==> src/rtl/rsh_pkg.sv <==
package rsh_pkg;

   localparam int unsigned CHAN_W  = 8;
   localparam int unsigned SUM_W   = 9;
   localparam int unsigned HDEN_W  = 11;
   localparam int unsigned REM_W   = 12;
   localparam int unsigned NUM_W   = 13;

   localparam logic [SUM_W-1:0] SUM_HALF = 9'd255;
   localparam logic [SUM_W:0]   SUM_FULL = 10'd510;

   typedef struct packed {
      logic                grey;
      logic [CHAN_W-1:0]   light;
      logic [SUM_W-1:0]    sat_den;
      logic [HDEN_W-1:0]   hue_den;
      logic [REM_W-1:0]    sat_rem;
      logic [REM_W-1:0]    hue_rem;
   } rsh_work_type;

endpackage

==> src/rtl/rgb_to_hsl_converter_core.sv <==
// An accepted item passes two front stages, then one restoring-division
// stage per quotient bit, before it reaches rsp_valid.
// Throughput: one item per cycle while rsp_stall is low; every stage holds
// its own valid bit and empty stages fill while the output is stalled.
// Reset clears all valid bits; payload registers are not reset.
module rgb_to_hsl_converter_core #(
   parameter int unsigned FRACTION_BITS = 16
) (
   input  logic                     clock,
   input  logic                     reset,
   input  logic                     req_valid,
   output logic                     req_stall,
   input  logic [7:0]               req_red,
   input  logic [7:0]               req_green,
   input  logic [7:0]               req_blue,
   output logic                     rsp_valid,
   input  logic                     rsp_stall,
   output logic [FRACTION_BITS:0]   rsp_hue,
   output logic [FRACTION_BITS:0]   rsp_saturation,
   output logic [7:0]               rsp_lightness
);
   import rsh_pkg::*;

   localparam int unsigned QW   = FRACTION_BITS + 1;
   localparam int unsigned NSTG = QW;

   logic             front_ready;
   logic             stg_valid [0:NSTG];
   logic             stg_ready [0:NSTG];
   rsh_work_type     stg_work  [0:NSTG];
   logic [QW-1:0]    stg_sat_q [0:NSTG];
   logic [QW-1:0]    stg_hue_q [0:NSTG];

   rsh_front u_front (
      .clock      (clock),
      .reset      (reset),
      .in_valid   (req_valid),
      .in_red     (req_red),
      .in_green   (req_green),
      .in_blue    (req_blue),
      .up_ready   (front_ready),
      .out_valid  (stg_valid[0]),
      .out_work   (stg_work[0]),
      .down_ready (stg_ready[0])
   );

   assign req_stall    = !front_ready;
   assign stg_sat_q[0] = '0;
   assign stg_hue_q[0] = '0;
   assign stg_ready[NSTG] = !rsp_stall;

   for (genvar i = 0; i < NSTG; i++) begin : g_div
      rsh_div_stage #(
         .QW    (QW),
         .FIRST (i == 0)
      ) u_stage (
         .clock      (clock),
         .reset      (reset),
         .in_valid   (stg_valid[i]),
         .in_work    (stg_work[i]),
         .in_sat_q   (stg_sat_q[i]),
         .in_hue_q   (stg_hue_q[i]),
         .up_ready   (stg_ready[i]),
         .out_valid  (stg_valid[i+1]),
         .out_work   (stg_work[i+1]),
         .out_sat_q  (stg_sat_q[i+1]),
         .out_hue_q  (stg_hue_q[i+1]),
         .down_ready (stg_ready[i+1])
      );
   end

   assign rsp_valid      = stg_valid[NSTG];
   assign rsp_hue        = stg_work[NSTG].grey ? '0 : stg_hue_q[NSTG];
   assign rsp_saturation = stg_work[NSTG].grey ? '0 : stg_sat_q[NSTG];
   assign rsp_lightness  = stg_work[NSTG].light;

endmodule

==> src/rtl/rsh_front.sv <==
module rsh_front (
   input  logic                 clock,
   input  logic                 reset,
   input  logic                 in_valid,
   input  logic [7:0]           in_red,
   input  logic [7:0]           in_green,
   input  logic [7:0]           in_blue,
   output logic                 up_ready,
   output logic                 out_valid,
   output rsh_pkg::rsh_work_type out_work,
   input  logic                 down_ready
);
   import rsh_pkg::*;

   // stage 1: extremes
   logic              v1_ff;
   logic [CHAN_W-1:0] r1_ff, g1_ff, b1_ff, mx1_ff, mn1_ff;
   logic              rmax1_ff, gmax1_ff;
   logic [CHAN_W-1:0] mx1_in, mn1_in;
   logic              rmax1_in, gmax1_in;
   logic              ready1, ready2;

   // stage 2: numerators and denominators
   logic         v2_ff;
   rsh_work_type work2_ff, work2_in;

   logic [CHAN_W-1:0] d;
   logic [SUM_W-1:0]  s;
   logic [SUM_W:0]    s_far;
   logic [NUM_W-1:0]  six_d, num, num_raw;

   assign ready2   = !v2_ff || down_ready;
   assign ready1   = !v1_ff || ready2;
   assign up_ready = ready1;

   always_comb begin
      mx1_in = in_red;
      mn1_in = in_red;
      if (in_green > mx1_in) mx1_in = in_green;
      if (in_blue > mx1_in) mx1_in = in_blue;
      if (in_green < mn1_in) mn1_in = in_green;
      if (in_blue < mn1_in) mn1_in = in_blue;
      rmax1_in = (in_red == mx1_in);
      gmax1_in = (in_green == mx1_in);
   end

   always_ff @(posedge clock) begin
      if (reset) begin
         v1_ff <= 1'b0;
      end else if (ready1) begin
         v1_ff <= in_valid;
      end
      if (ready1) begin
         r1_ff    <= in_red;
         g1_ff    <= in_green;
         b1_ff    <= in_blue;
         mx1_ff   <= mx1_in;
         mn1_ff   <= mn1_in;
         rmax1_ff <= rmax1_in;
         gmax1_ff <= gmax1_in;
      end
   end

   always_comb begin
      d     = mx1_ff - mn1_ff;
      s     = {1'b0, mx1_ff} + {1'b0, mn1_ff};
      s_far = SUM_FULL - {1'b0, s};
      six_d = {3'b0, d, 2'b0} + {4'b0, d, 1'b0};
      if (rmax1_ff) begin
         num_raw = {5'b0, g1_ff} - {5'b0, b1_ff};
      end else if (gmax1_ff) begin
         num_raw = {4'b0, d, 1'b0} + {5'b0, b1_ff} - {5'b0, r1_ff};
      end else begin
         num_raw = {3'b0, d, 2'b0} + {5'b0, r1_ff} - {5'b0, g1_ff};
      end
      num = num_raw[NUM_W-1] ? (num_raw + six_d) : num_raw;

      work2_in.grey    = (d == '0);
      work2_in.light   = s[SUM_W-1:1];
      work2_in.sat_den = (s < SUM_HALF) ? s : s_far[SUM_W-1:0];
      work2_in.hue_den = six_d[HDEN_W-1:0];
      work2_in.sat_rem = {4'b0, d};
      work2_in.hue_rem = num[REM_W-1:0];
   end

   always_ff @(posedge clock) begin
      if (reset) begin
         v2_ff <= 1'b0;
      end else if (ready2) begin
         v2_ff <= v1_ff;
      end
      if (ready2) begin
         work2_ff <= work2_in;
      end
   end

   assign out_valid = v2_ff;
   assign out_work  = work2_ff;

endmodule

==> src/rtl/rsh_div_stage.sv <==
module rsh_div_stage #(
   parameter int unsigned QW    = 17,
   parameter bit          FIRST = 1'b0
) (
   input  logic                  clock,
   input  logic                  reset,
   input  logic                  in_valid,
   input  rsh_pkg::rsh_work_type in_work,
   input  logic [QW-1:0]         in_sat_q,
   input  logic [QW-1:0]         in_hue_q,
   output logic                  up_ready,
   output logic                  out_valid,
   output rsh_pkg::rsh_work_type out_work,
   output logic [QW-1:0]         out_sat_q,
   output logic [QW-1:0]         out_hue_q,
   input  logic                  down_ready
);
   import rsh_pkg::*;

   logic              valid_ff;
   rsh_work_type      work_ff, work_in;
   logic [QW-1:0]     sat_q_ff, sat_q_in, hue_q_ff, hue_q_in;
   logic [REM_W-1:0]  sat_t, hue_t, sat_d, hue_d;
   logic              sat_bit, hue_bit;

   assign up_ready = !valid_ff || down_ready;

   always_comb begin
      sat_t = FIRST ? in_work.sat_rem : {in_work.sat_rem[REM_W-2:0], 1'b0};
      hue_t = FIRST ? in_work.hue_rem : {in_work.hue_rem[REM_W-2:0], 1'b0};
      sat_d = {{(REM_W-SUM_W){1'b0}}, in_work.sat_den};
      hue_d = {{(REM_W-HDEN_W){1'b0}}, in_work.hue_den};
      sat_bit = (sat_t >= sat_d);
      hue_bit = (hue_t >= hue_d);
      work_in         = in_work;
      work_in.sat_rem = sat_bit ? (sat_t - sat_d) : sat_t;
      work_in.hue_rem = hue_bit ? (hue_t - hue_d) : hue_t;
      sat_q_in = {in_sat_q[QW-2:0], sat_bit};
      hue_q_in = {in_hue_q[QW-2:0], hue_bit};
   end

   always_ff @(posedge clock) begin
      if (reset) begin
         valid_ff <= 1'b0;
      end else if (up_ready) begin
         valid_ff <= in_valid;
      end
      if (up_ready) begin
         work_ff  <= work_in;
         sat_q_ff <= sat_q_in;
         hue_q_ff <= hue_q_in;
      end
   end

   assign out_valid = valid_ff;
   assign out_work  = work_ff;
   assign out_sat_q = sat_q_ff;
   assign out_hue_q = hue_q_ff;

   a_sat_rem_below_den: assert property (@(posedge clock) disable iff (reset)
      (valid_ff && !work_ff.grey) |-> (work_ff.sat_rem < {3'b0, work_ff.sat_den}))
      else $error("saturation remainder not below denominator");

   a_hue_rem_below_den: assert property (@(posedge clock) disable iff (reset)
      (valid_ff && !work_ff.grey) |-> (work_ff.hue_rem < {1'b0, work_ff.hue_den}))
      else $error("hue remainder not below denominator");

   a_held_item_stable: assert property (@(posedge clock) disable iff (reset)
      (valid_ff && !down_ready) |=>
         (valid_ff && $stable(sat_q_ff) && $stable(hue_q_ff) && $stable(work_ff)))
      else $error("held item changed in divider stage");

endmodule

==> config.mk <==
export PLATFORM = sky130hd
export DESIGN_NAME = rgb_to_hsl_converter_core
export DESIGN_NICKNAME = d
export VERILOG_FILES = /design/src/rtl/rsh_pkg.sv /design/src/rtl/rgb_to_hsl_converter_core.sv /design/src/rtl/rsh_front.sv /design/src/rtl/rsh_div_stage.sv
export SDC_FILE = /design/constraint.sdc
export NUM_CORES = 2
export LEC_CHECK = 0
export BUFFER_PORTS_ARGS = -buffer_cell sky130_fd_sc_hd__buf_4
export CELL_PAD_IN_SITES_DETAIL_PLACEMENT = 0
export CELL_PAD_IN_SITES_GLOBAL_PLACEMENT = 2
export CORE_MARGIN = 2
export CORE_UTILIZATION = 40
export CTS_CLUSTER_DIAMETER = 80
export DETAILED_ROUTE_END_ITERATION = 8
export GPL_ROUTABILITY_DRIVEN = 0
export PLACE_DENSITY_LB_ADDON = 0.1
export SKIP_CTS_REPAIR_TIMING = 1
export SKIP_LAST_GASP = 1
export SYNTH_ARGS = -nofsm -noshare
export SYNTH_HDL_FRONTEND = slang
export SYNTH_SLANG_ARGS = --single-unit
==> constraint.sdc <==
create_clock -name clock -period 24.3 [get_ports clock]
set_input_delay 4.86 -clock clock [delete_from_list [all_inputs] [get_ports clock]]
set_output_delay 4.86 -clock clock [all_outputs]
set_load 0.01 [all_outputs]
[Yosys cells after proc, flatten, opt, wreduce, memory -nomap -nowiden]
Cells that the tools add are included.
Storage, ports and cells
  bits in registers: 1240
  input bits: 28
  output and inout bits: 44
  word-level logic and storage cells: 361
Operators by class
  add/subtract/negate cells: 42
  $lt $le $gt $ge: 39
  equal/unequal tests: 2
  muxes and demuxes: 42
  reduce and logical (&&, ||, !) cells: 41
Operators by type and width (number)
  two-way mux 11 bit: 31
  greater-or-equal comparator 12 x 11 -> 1 bit: 17
  greater-or-equal comparator 12 x 9 -> 1 bit: 16
  subtractor 11 bit: 16
  subtractor 11 x 9 -> 11 bit: 15
  two-way mux 8 bit: 5
  two-way mux 17 bit: 2
  two-way mux 13 bit: 2
  subtractor 13 x 8 -> 13 bit: 2
  logical NOT 1 bit: 21
  logical OR 1 bit: 19
  equality test 8 bit: 2
  greater-than comparator 8 bit: 2
  < comparator 8 bit: 2
  adder 12 bit: 1
  two-way mux 12 bit: 1
  adder 10 x 8 -> 11 bit: 1
  adder 10 x 9 -> 11 bit: 1
  adder 9 x 8 -> 10 bit: 1
  subtractor 8 x 9 -> 10 bit: 1
  adder 8 x 8 -> 9 bit: 1
  greater-or-equal comparator 8 x 9 -> 1 bit: 1
  < comparator 9 x 8 -> 1 bit, second input constant: 1
  two-way mux 9 bit: 1
  other kinds (4): 4

[Longest topological paths before layout]
  word-level depth: 21
  depth in mapped cells: 27
  depth with buffers taken out: 26

[Modules after synthesis]
A second synthesis with hierarchy kept.
Unflattened totals
  cell total of the unflattened synthesis: 5840
  area total of the unflattened synthesis: 77271.6 µm²
Modules (own cells, without submodules)
  rsh_div_stage (g_div[10].u_stage ...): times used 10, cells an instance 300, area each 4108.9 µm², sequential area each 2632.5 µm²
  rsh_div_stage (g_div[5].u_stage ...): times used 5, cells an instance 299, area each 4051.4 µm², sequential area each 2632.5 µm²
  rsh_front: times used 1, cells an instance 733, area each 7546.0 µm², sequential area each 2682.6 µm²
  rsh_div_stage (g_div[0].u_stage): times used 1, cells an instance 280, area each 4103.9 µm², sequential area each 2632.5 µm²
  rsh_div_stage (g_div[4].u_stage): times used 1, cells an instance 292, area each 4007.6 µm², sequential area each 2632.5 µm²
  rgb_to_hsl_converter_core: times used 1, cells an instance 40, area each 267.8 µm², sequential area each 0.0 µm²

[Worst setup path before layout]
OpenSTA, ideal clock, no wires.
  path type: input to output
  start: input rsp_stall
  end: output req_stall
  data arrival time: 10.187 ns
  data required time: 19.440 ns
  path slack: 9.253 ns
  stages on the path: 8
  buffers on the path: 0
  path through: and3_1 -> inv_1 -> nor2_1 -> and2_1 -> inv_1 -> nor4_2 -> nand4_1 -> inv_1
Between the ends
  longest elaborated chain between the ends: 21
RTL lines
  start, declared: line rgb_to_hsl_converter_core.sv:17  | input logic rsp_stall,
  logical NOT 1 bit: line rgb_to_hsl_converter_core.sv:50  | assign stg_ready[NSTG] = !rsp_stall;
  logical OR 1 bit (2 in series): line rsh_div_stage.sv:26  | assign up_ready = !valid_ff || down_ready;
  via g_div[14].u_stage.down_ready: line rsh_div_stage.sv:16  | input logic down_ready
  logical OR 1 bit (4 in series): line rsh_div_stage.sv:26
  via g_div[10].u_stage.down_ready: line rsh_div_stage.sv:16
  logical OR 1 bit (11 in series): line rsh_div_stage.sv:26
  logical OR 1 bit: line rsh_front.sv:32  | assign ready2 = !v2_ff || down_ready;
  logical OR 1 bit: line rsh_front.sv:33  | assign ready1 = !v1_ff || ready2;
  logical NOT 1 bit: line rgb_to_hsl_converter_core.sv:47  | assign req_stall = !front_ready;
  end, declared: line rgb_to_hsl_converter_core.sv:12  | output logic req_stall,
The timed path passes the listed nets, and every way through them passes these cells.

[Final worst setup path]
Ends and elaborated chain as after synthesis.

==> flow_metrics.tcl <==
set metrics [dict create \
    cp_max_fo 44 \
    slew_headroom_pct 21.3 \
    worstPathArrival_ns 7.99 \
    wl_per_cell_um 16.8 \
    grt.overflow.total 0 \
    vias 32500 \
    synth_cell_types 79 \
    use_met3_pct 2.72 \
    dieArea_um2 150000 \
    synthTopCellsByArea "edfxtp_1 60%, ha_1 9.0%, mux2_2 4.2%, inv_1 3.6%, xnor2_1 2.1%" \
    synth_compound_area_share_pct 8.53 \
    synth_flop_cell "edfxtp_1" \
    fin_util_pct 45.4 \
    slowest_stage "nor4_2" \
    dp_hpwl_um 83900 \
    drive_gt1_share_pct 12.4 \
    n_fill_cell 13100 \
    worst_setup_path_start_kind "input port" \
    ys_async_sr_fraction_pct 0 \
    core-area_um2 146000 \
    final.min_clock_period_ns 12.85 \
    muxShareOfSynthArea_pct 5.39 \
    cts_tree "built" \
    antenna_found_initial 3 \
    synth_cells 4440 \
    fin_crit_sh_pct 52.9 \
    rsz0062_at_grt "false" \
    busiest_layer "met2" \
    clk_pin_slew_ns 0.05 \
    ys_ff_latch 1190 \
    clockRootBuffer "clkbuf_16" \
    fmax_mhz 77.8 \
    routed_wl_um 112000 \
    synth-edff-count 1171 \
    drt_iter0_markers 1487 \
    grt_usage_pct 15.2 \
    worstPathRequired_ns 19.44 \
    numCtsBuffers 138 \
    start_util_pct 40.3 \
    fp.dieH_um 387 \
    fin_tns_setup_ns 0 \
    ys_warn_count 0 \
    grt_max_degree 69 \
    area_delta_synth_final_pct 12.8 \
    ant_nets 0 \
    final-hold-violation-count 0 \
    slew_violations 0 \
    first_pass_iters 5 \
    mappedNetlistArea_um2 58700 \
    gr-usage-met1_pct 18.7 \
    tightest_slew_ns 1.18 \
    synth-simple-area-share_pct 7.68 \
    ys_seq_area_share_pct 60.5 \
    cts_buffer_depth 3 \
    synthAdderAreaFrac_pct 10.4 \
    setup_violations 0 \
    htree_num_levels 4 \
    finClkSkew_ns 0.0567 \
    synth_top_cell_by_area "edfxtp_1" \
    crit_type "input port to output pin" \
    r2r_setup_slack_ns 18.13 \
    diodes 0 \
    cap_violations 0 \
    min_path_type "flip-flop to flip-flop" \
    insertion_delay_ns 0.78 \
    grt_use_met2_pct 27.1 \
    synth_top_family_by_area "adder cells" \
    port_buffers 71 \
    synth-xor-area-share_pct 3.50 \
    synth_top_area_share_pct 59.9 \
    run_status "completed" \
    fp.dieW_um 387 \
    fin_nets 5122 \
    syn-num-nets 4930 \
    final_common_cell "edfxtp_1" \
    vias_per_cell 4.88 \
    most-common-layout-cells "1171 x edfxtp_1, 549 x inv_1, 421 x ha_1" \
    first_global_vias 33400 \
    crit_chain "buf_4 -> and3_1 -> clkinv_2 -> nor2_1 -> and2_1 -> inv_2 -> nor4_2 -> nand4_1 -> buf_4 -> inv_1 -> buf_4" \
    crit_path_frequent_cell "buf_4" \
    cpPeakStageDelay_ns 0.74 \
    cts_sinks 1190 \
    crit_path_end_kind "output pin" \
    rows 140 \
    synth.avg_cell_area_um2 13.2 \
    drc 0 \
    grt_pass1_wl_um 182000 \
    pin_count 72 \
]
[metal layers]
layer | vias to the layer above | share of wire (%)
met5 | - | 0
met2 | 347 | 51
li1 | 16500 | -
met1 | 15500 | 44
met3 | 187 | 3.1
met4 | 0 | 2.4
[cell type report]
type / count / area, um^2 / area share [%]
inverter: 557 / 2090 / 3.16
sequential: 1190 / 35500 / 53.7
clock inverter: 80 / 1010 / 1.53
tap: 1917 / 2400 / 3.62
multi-input combinational: 2647 / 20900 / 31.5
timing repair buffer: 98 / 736 / 1.11
clock buffer: 165 / 3560 / 5.38
[sequential cells by signal (all words and copies together), names as in the netlist, 8 cells and up]
name / cells
u_front.out_work: 46
g_div.u_stage.out_valid: 17
g_div.u_stage.out_sat_q: 153
g_div.u_stage.out_hue_q: 153
g_div.u_stage.out_work: 777
u_front.b1_ff: 8
u_front.g1_ff: 8
u_front.mn1_ff: 8
u_front.r1_ff: 8
u_front.mx1_ff: 8
[path summary, 6_finish.rpt]
check / from / to / depth (start not counted)
worst min-delay path: g_div[6].u_stage.out_hue_q[0] / g_div[7].u_stage.out_hue_q[1] / 0
worst max-delay path: rsp_stall / req_stall / 11
worst min register to register: g_div[6].u_stage.out_hue_q[0] / g_div[7].u_stage.out_hue_q[1] / 0
worst max register to register: u_front.mn1_ff[1] / u_front.out_work[11] / 24
[through the flow]
stage               cells  hold slack [ns]  cell area (um^2)  worst slack (ns)
finish               6654            0.385             66200             11.45
global route         6654            0.393             66200             11.06
CTS                  6654            0.386             66200             11.36
floorplan            4440            0.400             58700              9.25
global placement     6409            0.400             61600             11.38
detailed placement   6409            0.405             61600             11.38
[worst max-delay path: cells and delay by family]
family        cells  cell delay (ns)
simple gates      5             1.87
buf+inv           6             1.24
[kinds of logic after synthesis]
logic type               after synthesis
AO/OA/AOI/OAI                        775
XOR/XNOR                             234
adder cells (fa/ha/maj)              462
buffers and inverters                603
flip-flops                          1190
multiplexers                         285
AND/OR/NAND/NOR                      891
[cell usage after synthesis (11+ instances only)]
cell      instances
nor2b_1         148
a211oi_1         39
a21boi_0         54
inv_1           556
a31oi_1          18
nor2_1          272
nor3_1           68
mux2i_1          56
or3_1            19
mux2_2          220
a21o_1           97
o21bai_1         11
a221oi_1         21
buf_2            23
nand3_1          36
o21a_1           42
a21oi_1         182
and2_1           29
clkbuf_1         13
nor4_1           17
o31ai_1          19
or2_2            27
ha_1            421
a211o_1          16
nand2b_1         45
xor2_1           89
o21ai_0         191
o21ai_1          23
edfxtp_1       1171
nand4_1          58
dfxtp_1          19
nand2_1         132
fa_1             41
xnor2_1         144
Power is left out: the tool's default activity adds up to more than one toggle a clock period on the data nets, which glitch-free logic cannot reach.
